## config.mk

```make
export PLATFORM = sky130hd
export DESIGN_NAME = hello_reachability_tracker_core
export DESIGN_NICKNAME = d
export VERILOG_FILES = /design/src/sv/hrt_pkg.sv /design/src/sv/hello_reachability_tracker_core.sv /design/src/sv/hrt_div.sv
export SDC_FILE = /design/constraint.sdc
export NUM_CORES = 1
export LEC_CHECK = 0
export BUFFER_PORTS_ARGS = -buffer_cell sky130_fd_sc_hd__buf_2
export CORE_MARGIN = 1
export CORE_UTILIZATION = 58
export DETAILED_ROUTE_END_ITERATION = 6
export PLACE_DENSITY = 0.85
export SLEW_MARGIN = 0
export SYNTH_ARGS = -nofsm -noshare
export SYNTH_HDL_FRONTEND = slang
export SYNTH_SLANG_ARGS = --single-unit
```

## constraint.sdc

```tcl
create_clock -name clk -period 16.5 [get_ports clk]
set_input_delay 0 -clock clk [delete_from_list [all_inputs] [get_ports clk]]
set_output_delay 0 -clock clk [all_outputs]
set_load 0.005 [all_outputs]
```

## src/sv/hrt_pkg.sv

```systemverilog
// Shared types and widths for the hello reachability tracker.
package hrt_pkg;

  // History length and reset value of the stored sequence number
  localparam int HIST_BITS = 16;
  localparam logic [15:0] SEQ_RESET = 16'hFFFF;

  // Word command codes
  localparam logic CMD_TIMER = 1'b0;
  localparam logic CMD_HELLO = 1'b1;

  // Divider widths: positive numerator fits 31 bits, 10 * interval fits 20 bits
  localparam int NUM_W = 31;
  localparam int DEN_W = 20;
  localparam int CNT_W = $clog2(NUM_W);

  // Input word
  typedef struct packed {
    logic        cmd;
    logic [15:0] hello_seqno;
    logic [15:0] hello_period;
    logic [31:0] now_ms;
  } hrt_in_t;

  // Result word
  typedef struct packed {
    logic        changed;
    logic [15:0] reach_bits;
    logic        link_usable;
    logic        history_empty;
  } hrt_out_t;

endpackage

```

## src/sv/hello_reachability_tracker_core.sv

```systemverilog
// Top level of the hello reachability tracker for one neighbour.
//
//   channel  ports                          dir  word
//   input    in_valid, in_stall, in_data    in   hrt_in_t  (cmd, seqno, interval, time)
//   result   out_valid, out_stall, out_data out  hrt_out_t (changed, reach, usable, empty)
//
// A hello or a timer check that needs no division passes from IDLE through EVAL
// to FIN, where the result is registered; the next word is taken back in IDLE.
// A timer check with a known interval and positive excess time also runs the
// bit-serial divider, 31 steps, in the DIV state between EVAL and FIN.
// Synchronous active-low reset clears the history and interval state and presets the seqno.
// The result register decouples the sides: a new word is taken while a result
// waits; a stalled result only holds the commit of the following word.
module hello_reachability_tracker_core
  import hrt_pkg::*;
(
  input  logic     clk,
  input  logic     rst_n,
  input  logic     in_valid,
  output logic     in_stall,
  input  hrt_in_t  in_data,
  output logic     out_valid,
  input  logic     out_stall,
  output hrt_out_t out_data
);

  localparam logic [1:0] ST_IDLE = 2'd0;
  localparam logic [1:0] ST_EVAL = 2'd1;
  localparam logic [1:0] ST_DIV  = 2'd2;
  localparam logic [1:0] ST_FIN  = 2'd3;

  logic [1:0]  st_r, st_nxt;

  // Tracker state
  logic [15:0] reach_r, reach_nxt;
  logic [15:0] last_r, last_nxt;
  logic        known_r, known_nxt;
  logic [31:0] ref_r, ref_nxt;
  logic [15:0] iv_r, iv_nxt;

  // Held item and timer work
  hrt_in_t     item_r;
  logic [NUM_W-1:0] num_r;
  logic        tmr_go_r;

  hrt_out_t    out_r, out_nxt;
  logic        out_valid_r;

  logic        in_fire, fin_fire, out_fire;
  logic        changed;

  // Timer excess and divisor
  logic [31:0]      elapsed;
  logic [18:0]      iv7;
  logic [33:0]      n_full;
  logic             n_pos;
  logic [DEN_W-1:0] den;
  logic             div_start;
  logic             div_done;
  logic [NUM_W-1:0] quo;
  logic [DEN_W-1:0] rem;

  // Hello sequence compare
  logic [15:0]        sdiff;
  logic signed [16:0] m;
  logic [16:0]        neg_m;
  logic [15:0]        r_tmp;

  function automatic logic usable_of(input logic [15:0] r);
    logic res;
    begin
      if (r[15:14] == 2'b11)      res = 1'b1;
      else if (r[15:14] == 2'b00) res = 1'b0;
      else                        res = r[13];
      return res;
    end
  endfunction

  assign in_stall  = (st_r != ST_IDLE);
  assign in_fire   = in_valid && !in_stall;
  assign out_fire  = out_valid_r && !out_stall;
  assign fin_fire  = (st_r == ST_FIN) && (!out_valid_r || !out_stall);
  assign out_valid = out_valid_r;
  assign out_data  = out_r;

  // Timer numerator (elapsed - 7*iv) and divisor 10*iv
  always_comb begin
    elapsed   = item_r.now_ms - ref_r;
    iv7       = ({3'b000, iv_r} << 3) - {3'b000, iv_r};
    n_full    = {{2{elapsed[31]}}, elapsed} - {15'd0, iv7};
    n_pos     = !n_full[33] && (n_full != 34'd0);
    den       = ({4'd0, iv_r} << 3) + ({4'd0, iv_r} << 1);
    div_start = (st_r == ST_EVAL) && (item_r.cmd == CMD_TIMER) && (iv_r != 16'd0) && n_pos;
  end

  hrt_div u_div (
    .clk   (clk),
    .rst_n (rst_n),
    .start (div_start),
    .num   (n_full[NUM_W-1:0]),
    .den   (den),
    .done  (div_done),
    .quo   (quo),
    .rem   (rem)
  );

  // Sequencer
  always_comb begin
    st_nxt = st_r;
    unique case (st_r)
      ST_IDLE: if (in_fire) st_nxt = ST_EVAL;
      ST_EVAL: st_nxt = div_start ? ST_DIV : ST_FIN;
      ST_DIV:  if (div_done) st_nxt = ST_FIN;
      ST_FIN:  if (fin_fire) st_nxt = ST_IDLE;
      default: st_nxt = ST_IDLE;
    endcase
  end

  // State update at commit
  always_comb begin
    reach_nxt = reach_r;
    last_nxt  = last_r;
    known_nxt = known_r;
    ref_nxt   = ref_r;
    iv_nxt    = iv_r;
    changed   = 1'b0;
    sdiff     = item_r.hello_seqno - last_r;
    m         = $signed({sdiff[15], sdiff}) - 17'sd1;
    neg_m     = 17'd0 - m;
    r_tmp     = reach_r;
    if (item_r.cmd == CMD_TIMER) begin
      if (iv_r == 16'd0) begin
        // no interval known: sixteen hellos missed
        reach_nxt = 16'd0;
        last_nxt  = last_r + 16'(HIST_BITS);
        changed   = 1'b1;
      end else if (tmr_go_r) begin
        reach_nxt = (|quo[NUM_W-1:4]) ? 16'd0 : (reach_r >> quo[3:0]);
        last_nxt  = last_r + quo[15:0];
        ref_nxt   = ref_r + {1'b0, num_r - {{(NUM_W-DEN_W){1'b0}}, rem}};
        // a zero quotient means no hello is overdue yet
        changed   = (quo != '0);
      end
    end else begin
      if (known_r && (reach_r != 16'd0)) begin
        if (m < -17'sd8) begin
          // peer rebooted
          r_tmp   = 16'd0;
          changed = 1'b1;
        end else if (m[16]) begin
          // late or duplicate hello
          r_tmp   = reach_r << neg_m[3:0];
          changed = 1'b1;
        end else if (m != 17'sd0) begin
          r_tmp   = (|m[15:4]) ? 16'd0 : (reach_r >> m[3:0]);
          changed = 1'b1;
        end
      end
      if (item_r.hello_period != 16'd0) begin
        ref_nxt = item_r.now_ms;
        iv_nxt  = item_r.hello_period;
      end
      last_nxt  = item_r.hello_seqno;
      known_nxt = 1'b1;
      reach_nxt = {1'b1, r_tmp[15:1]};
      if (reach_nxt[15:10] != 6'h3F) changed = 1'b1;
    end
    out_nxt.changed       = changed;
    out_nxt.reach_bits    = reach_nxt;
    out_nxt.link_usable   = usable_of(reach_nxt);
    out_nxt.history_empty = (reach_nxt == 16'd0);
  end

  // Control and tracker state registers
  always_ff @(posedge clk) begin
    if (!rst_n) begin
      st_r        <= ST_IDLE;
      out_valid_r <= 1'b0;
      reach_r     <= 16'd0;
      last_r      <= SEQ_RESET;
      known_r     <= 1'b0;
      ref_r       <= 32'd0;
      iv_r        <= 16'd0;
    end else begin
      st_r <= st_nxt;
      if (fin_fire) begin
        out_valid_r <= 1'b1;
        reach_r     <= reach_nxt;
        last_r      <= last_nxt;
        known_r     <= known_nxt;
        ref_r       <= ref_nxt;
        iv_r        <= iv_nxt;
      end else if (out_fire) begin
        out_valid_r <= 1'b0;
      end
    end
  end

  // Payload registers
  always_ff @(posedge clk) begin
    if (in_fire) item_r <= in_data;
    if (st_r == ST_EVAL) begin
      num_r    <= n_full[NUM_W-1:0];
      tmr_go_r <= div_start;
    end
    if (fin_fire) out_r <= out_nxt;
  end

endmodule

```

## src/sv/hrt_div.sv

```systemverilog
// Bit-serial restoring divider: one quotient bit per cycle.
module hrt_div
  import hrt_pkg::*;
(
  input  logic             clk,
  input  logic             rst_n,
  input  logic             start,
  input  logic [NUM_W-1:0] num,
  input  logic [DEN_W-1:0] den,
  output logic             done,
  output logic [NUM_W-1:0] quo,
  output logic [DEN_W-1:0] rem
);

  logic             busy_r;
  logic             done_r;
  logic [CNT_W-1:0] cnt_r;
  logic [DEN_W-1:0] rem_r;
  logic [NUM_W-1:0] qn_r;
  logic [DEN_W-1:0] den_r;

  logic [DEN_W:0]   trial;
  logic [DEN_W:0]   diff;
  logic             ge;

  // Trial subtract of the partial remainder with the next numerator bit
  always_comb begin
    trial = {rem_r, qn_r[NUM_W-1]};
    diff  = trial - {1'b0, den_r};
    ge    = (trial >= {1'b0, den_r});
  end

  // Step control
  always_ff @(posedge clk) begin
    if (!rst_n) begin
      busy_r <= 1'b0;
      done_r <= 1'b0;
      cnt_r  <= '0;
    end else begin
      done_r <= 1'b0;
      if (start) begin
        busy_r <= 1'b1;
        cnt_r  <= '0;
      end else if (busy_r) begin
        if (cnt_r == CNT_W'(NUM_W - 1)) begin
          busy_r <= 1'b0;
          done_r <= 1'b1;
        end else begin
          cnt_r <= cnt_r + 1'b1;
        end
      end
    end
  end

  // Remainder and numerator/quotient shift register
  always_ff @(posedge clk) begin
    if (start) begin
      rem_r <= '0;
      qn_r  <= num;
      den_r <= den;
    end else if (busy_r) begin
      rem_r <= ge ? diff[DEN_W-1:0] : trial[DEN_W-1:0];
      qn_r  <= {qn_r[NUM_W-2:0], ge};
    end
  end

  assign done = done_r;
  assign quo  = qn_r;
  assign rem  = rem_r;

endmodule

```

==> impl_metrics.sql <==
INSERT INTO impl_metrics (metric_group, metric, value, unit) VALUES
('status', 'run_status', 'completed', ''),
('synthesis', 'yosys_register_bits', '277', ''),
('synthesis', 'post_synth.cell_area_avg', '8.54', 'um2'),
('clocking', 'clk_path_buf_depth', '3', ''),
('finish', 'fin_nets', '3022', ''),
('global_route', 'groute.layer.met3.usage', '3.54', '%'),
('drt', 'drt_drc_violations_left', '0', ''),
('drt', 'via_total_after_detailed_routing', '20979', ''),
('die', 'start_util', '58.8', '%'),
('power', 'vdd.ir_drop.worst', '0.161', 'mV'),
('synthesis', 'synth_area_leaders', 'sky130_fd_sc_hd__edfxtp_1 (22%), sky130_fd_sc_hd__ha_1 (10%), sky130_fd_sc_hd__dfxtp_1 (9.8%), sky130_fd_sc_hd__a21oi_1 (4.7%), sky130_fd_sc_hd__o21ai_0 (4.1%)', ''),
('synthesis', 'synthArstFlopShare', '0', '%'),
('drt', 'detail_route.vias_per_cell', '6.36', ''),
('sta', 'fin_skew', '0.0285', 'ns'),
('placement', 'place_hpwl', '48100', 'um'),
('synthesis', 'part_of_the_yosys_area_used_for_sequential_elements', '31.8', '%'),
('drt', 'detail-route-antenna-nets', '0', ''),
('die', 'die-area', '39900', 'um2'),
('global_route', 'global_route_wire_length_before_repair', '103000', 'um'),
('finish', 'final_common_cell', 'sky130_fd_sc_hd__nor2_1', ''),
('sta', 'timing.fmax', '134', 'MHz'),
('worst_setup_path', 'crit_path_max_fanout', '64', ''),
('finish', 'antenna_cells', '0', ''),
('synthesis', 'yosys.cell_types.count', '86', ''),
('worst_setup_path', 'critical_path_class', 'reg2reg', ''),
('sta', 'relSlewSlack', '17.8', '%'),
('finish', 'fillCellCount', '3140', ''),
('synthesis', 'synth-main-ff-cell', 'sky130_fd_sc_hd__edfxtp_1', ''),
('clocking', 'cts.htree.levels', '2', ''),
('synthesis', 'synthCells', '2653', ''),
('synthesis', 'synthDominantAreaCellType', 'sky130_fd_sc_hd__edfxtp_1', ''),
('power', 'pwr_density_cell', '208', 'nW/um2'),
('placement', 'dpl.cell_count', '3172', ''),
('finish', 'layout-drive-gt1-share', '8.88', '%'),
('finish', 'layout_common_cells', 'sky130_fd_sc_hd__nor2_1 (231), sky130_fd_sc_hd__nand2_1 (219), sky130_fd_sc_hd__a21oi_1 (214)', ''),
('placement', 'placement.io_buffers', '89', ''),
('sta', 'hold_violations', '0', ''),
('clocking', 'clk-insertion-delay-late', '0.55', 'ns'),
('sta', 'finalSetupViolations', '0', ''),
('synthesis', 'synth_enable_flop_cells', '166', ''),
('global_route', 'first_global_vias', '20000', ''),
('synthesis', 'mappedNetlistArea', '22700', 'um2'),
('clocking', 'cts_num_sinks', '277', ''),
('clocking', 'cts_resized', '0', ''),
('die', 'num_io_pins', '90', ''),
('worst_setup_path', 'worstPathRequired', '16.79', 'ns'),
('drt', 'drt_first_pass_iters', '6', ''),
('clocking', 'number_of_buffers_added_by_the_clock_tree_synthesis_step', '35', ''),
('clocking', 'ctsHoldBuffers', '66', ''),
('clocking', 'post_cts_buffers', '0', ''),
('drt', 'drt_iter0_drc', '1906', ''),
('die', 'die_span_in_x', '200', 'um'),
('global_route', 'grt_start_max_net_pins', '66', ''),
('synthesis', 'ys.warnings.count', '0', ''),
('drt', 'route.final.wire_length', '65200', 'um'),
('run', 'max_cap_viol_count', '0', ''),
('die', 'design.core.area', '38600', 'um2'),
('global_route', 'antenna_found_initial', '0', ''),
('finish', 'multi_input_comb_area', '14300', 'um2'),
('finish', 'synthToLayoutAreaGrowth', '11.6', '%'),
('global_route', 'grt_remaining_overflow', '0', ''),
('die', 'core.rowCount', '72', ''),
('worst_setup_path', 'arrival_time_at_the_worst_endpoint', '7.77', 'ns'),
('global_route', 'globalRoute.busiestLayer', 'met2', ''),
('global_route', 'grt_util_met1', '41.6', '%'),
('sta', 'fin_setup_tns', '0', 'ns'),
('global_route', 'grtUsageMet2', '55.4', '%'),
('sta', 'min_period_over_period', '45.4', '%'),
('power', 'cellLeakagePower', '10.2', 'nW'),
('synthesis', 'syn-num-nets', '2918', ''),
('die', 'die_h', '200', 'um');
==> sequential cells by signal, indices dropped and copies added (netlist names) <==
register	cells
out_valid	1
u_div.rem	20
tmr_go_r	1
last_r	16
iv_r	16
out_data	19
num_r	31
u_div.busy_r	1
u_div.quo	31
st_r	2
known_r	1
u_div.cnt_r	5
item_r	65
reach_r	16
ref_r	32
u_div.den_r	19
u_div.done	1
==> power by group <==
part           switching [mW]  leakage (nW)  internal [mW]
clock                   0.306         0.551          0.455
sequential              0.147          2.46          0.963
combinational            2.13          7.14           1.27
==> metrics by stage <==
step                util (%)  power, mW  hold WS, ns  instance area [um2]  worst slack (ns)
finish                  65.6       5.27       0.0173                25300              9.01
global route            65.6       5.63       0.0601                25300              8.42
CTS                     65.6       5.20      0.00901                25300              9.16
detailed placement      60.9       4.40        0.178                23500              9.20
global placement        60.9       4.31        0.176                23500              9.40
floorplan                  -       3.54       0.0989                22700             10.56
==> final timing paths <==
kind	start	end	slack [ns]	cells past startpoint
worst max register to register	iv_r[3]$_SDFFE_PN0P_	u_div.quo[3]$_DFFE_PP_	9.01	27
worst min-delay path	in_valid	st_r[1]$_SDFFE_PN0P_	0.02	4
worst min register to register	known_r$_SDFFE_PN0P_	known_r$_SDFFE_PN0P_	0.49	2
worst max-delay path	iv_r[3]$_SDFFE_PN0P_	u_div.quo[3]$_DFFE_PP_	9.01	27
==> cell families after synthesis <==
| family | count (synthesis) | synth area share [%] |
|---|---|---|
| xor+xnor | 163 | 6.30 |
| compound gates | 792 | 22.5 |
| buf+inv | 304 | 5.16 |
| simple gates | 803 | 16.9 |
| flops | 277 | 31.8 |
| mux | 117 | 6.24 |
| fa+ha+maj | 197 | 11.1 |
==> per-layer routing <==
metal / part of all wire [%] / routed length [um]
met5: 0 / 0
met1: 41 / 26800
met4: 4.8 / 3150
met2: 48 / 31100
met3: 6.4 / 4190
==> layout make-up <==
cell class / count / share of cell area, %
Clock buffer: 43 / 3.75
Clock inverter: 19 / 0.713
Inverter: 194 / 2.88
Multi-Input combinational cell: 2072 / 56.6
Sequential cell: 277 / 28.5
Tap cell: 518 / 2.56
Timing Repair Buffer: 177 / 5.03
==> synthesized netlist by cell type, types with 11 or more instances <==
cell	number
sky130_fd_sc_hd__a21boi_0	20
sky130_fd_sc_hd__nand4_1	24
sky130_fd_sc_hd__nand3_1	48
sky130_fd_sc_hd__and3_1	25
sky130_fd_sc_hd__inv_1	191
sky130_fd_sc_hd__clkbuf_1	85
sky130_fd_sc_hd__mux2_4	13
sky130_fd_sc_hd__nand2_1	219
sky130_fd_sc_hd__mux2i_1	61
sky130_fd_sc_hd__a211oi_1	46
sky130_fd_sc_hd__ha_1	188
sky130_fd_sc_hd__o2111ai_1	13
sky130_fd_sc_hd__mux2_2	32
sky130_fd_sc_hd__nor2b_1	24
sky130_fd_sc_hd__and2_1	20
sky130_fd_sc_hd__nor4_1	32
sky130_fd_sc_hd__o21a_1	27
sky130_fd_sc_hd__a21o_1	56
sky130_fd_sc_hd__mux4_2	11
sky130_fd_sc_hd__o31ai_1	12
sky130_fd_sc_hd__a21oi_1	214
sky130_fd_sc_hd__o211ai_1	50
sky130_fd_sc_hd__nand2b_1	27
sky130_fd_sc_hd__dfxtp_1	111
sky130_fd_sc_hd__buf_1	18
sky130_fd_sc_hd__or3_1	17
sky130_fd_sc_hd__xnor2_1	103
sky130_fd_sc_hd__a31oi_1	34
sky130_fd_sc_hd__nor2_1	232
sky130_fd_sc_hd__o21ai_0	185
sky130_fd_sc_hd__o21bai_1	22
sky130_fd_sc_hd__edfxtp_1	166
sky130_fd_sc_hd__xor2_1	60
sky130_fd_sc_hd__nor3_1	86
==> worst max-delay path, cell delays in order, from the launching register on <==
cell and delay, ns:
sky130_fd_sc_hd__dfxtp_1 0.42, sky130_fd_sc_hd__inv_1 0.11, sky130_fd_sc_hd__ha_1 0.34, sky130_fd_sc_hd__nor4b_1 0.16, sky130_fd_sc_hd__o21ai_0 0.23, sky130_fd_sc_hd__a21oi_1 0.13, sky130_fd_sc_hd__o21ai_0 0.23, sky130_fd_sc_hd__a21oi_1 0.11
sky130_fd_sc_hd__o21ai_0 0.21, sky130_fd_sc_hd__a21oi_1 0.12, sky130_fd_sc_hd__o21ai_0 0.23, sky130_fd_sc_hd__a21oi_1 0.13, sky130_fd_sc_hd__o21ai_0 0.22, sky130_fd_sc_hd__or3b_2 0.45, sky130_fd_sc_hd__o21ai_0 0.13, sky130_fd_sc_hd__ha_1 0.34
sky130_fd_sc_hd__a21oi_1 0.27, sky130_fd_sc_hd__o211a_1 0.18, sky130_fd_sc_hd__o31a_1 0.17, sky130_fd_sc_hd__o221ai_1 0.18, sky130_fd_sc_hd__nor3_1 0.57, sky130_fd_sc_hd__nand4_1 0.21, sky130_fd_sc_hd__xnor2_1 0.33, sky130_fd_sc_hd__nand4b_1 0.21
sky130_fd_sc_hd__a21oi_4 0.11, sky130_fd_sc_hd__inv_2 0.29, sky130_fd_sc_hd__buf_4 0.68, sky130_fd_sc_hd__mux2_2 0.41
(Power assumes the default switching activity.)
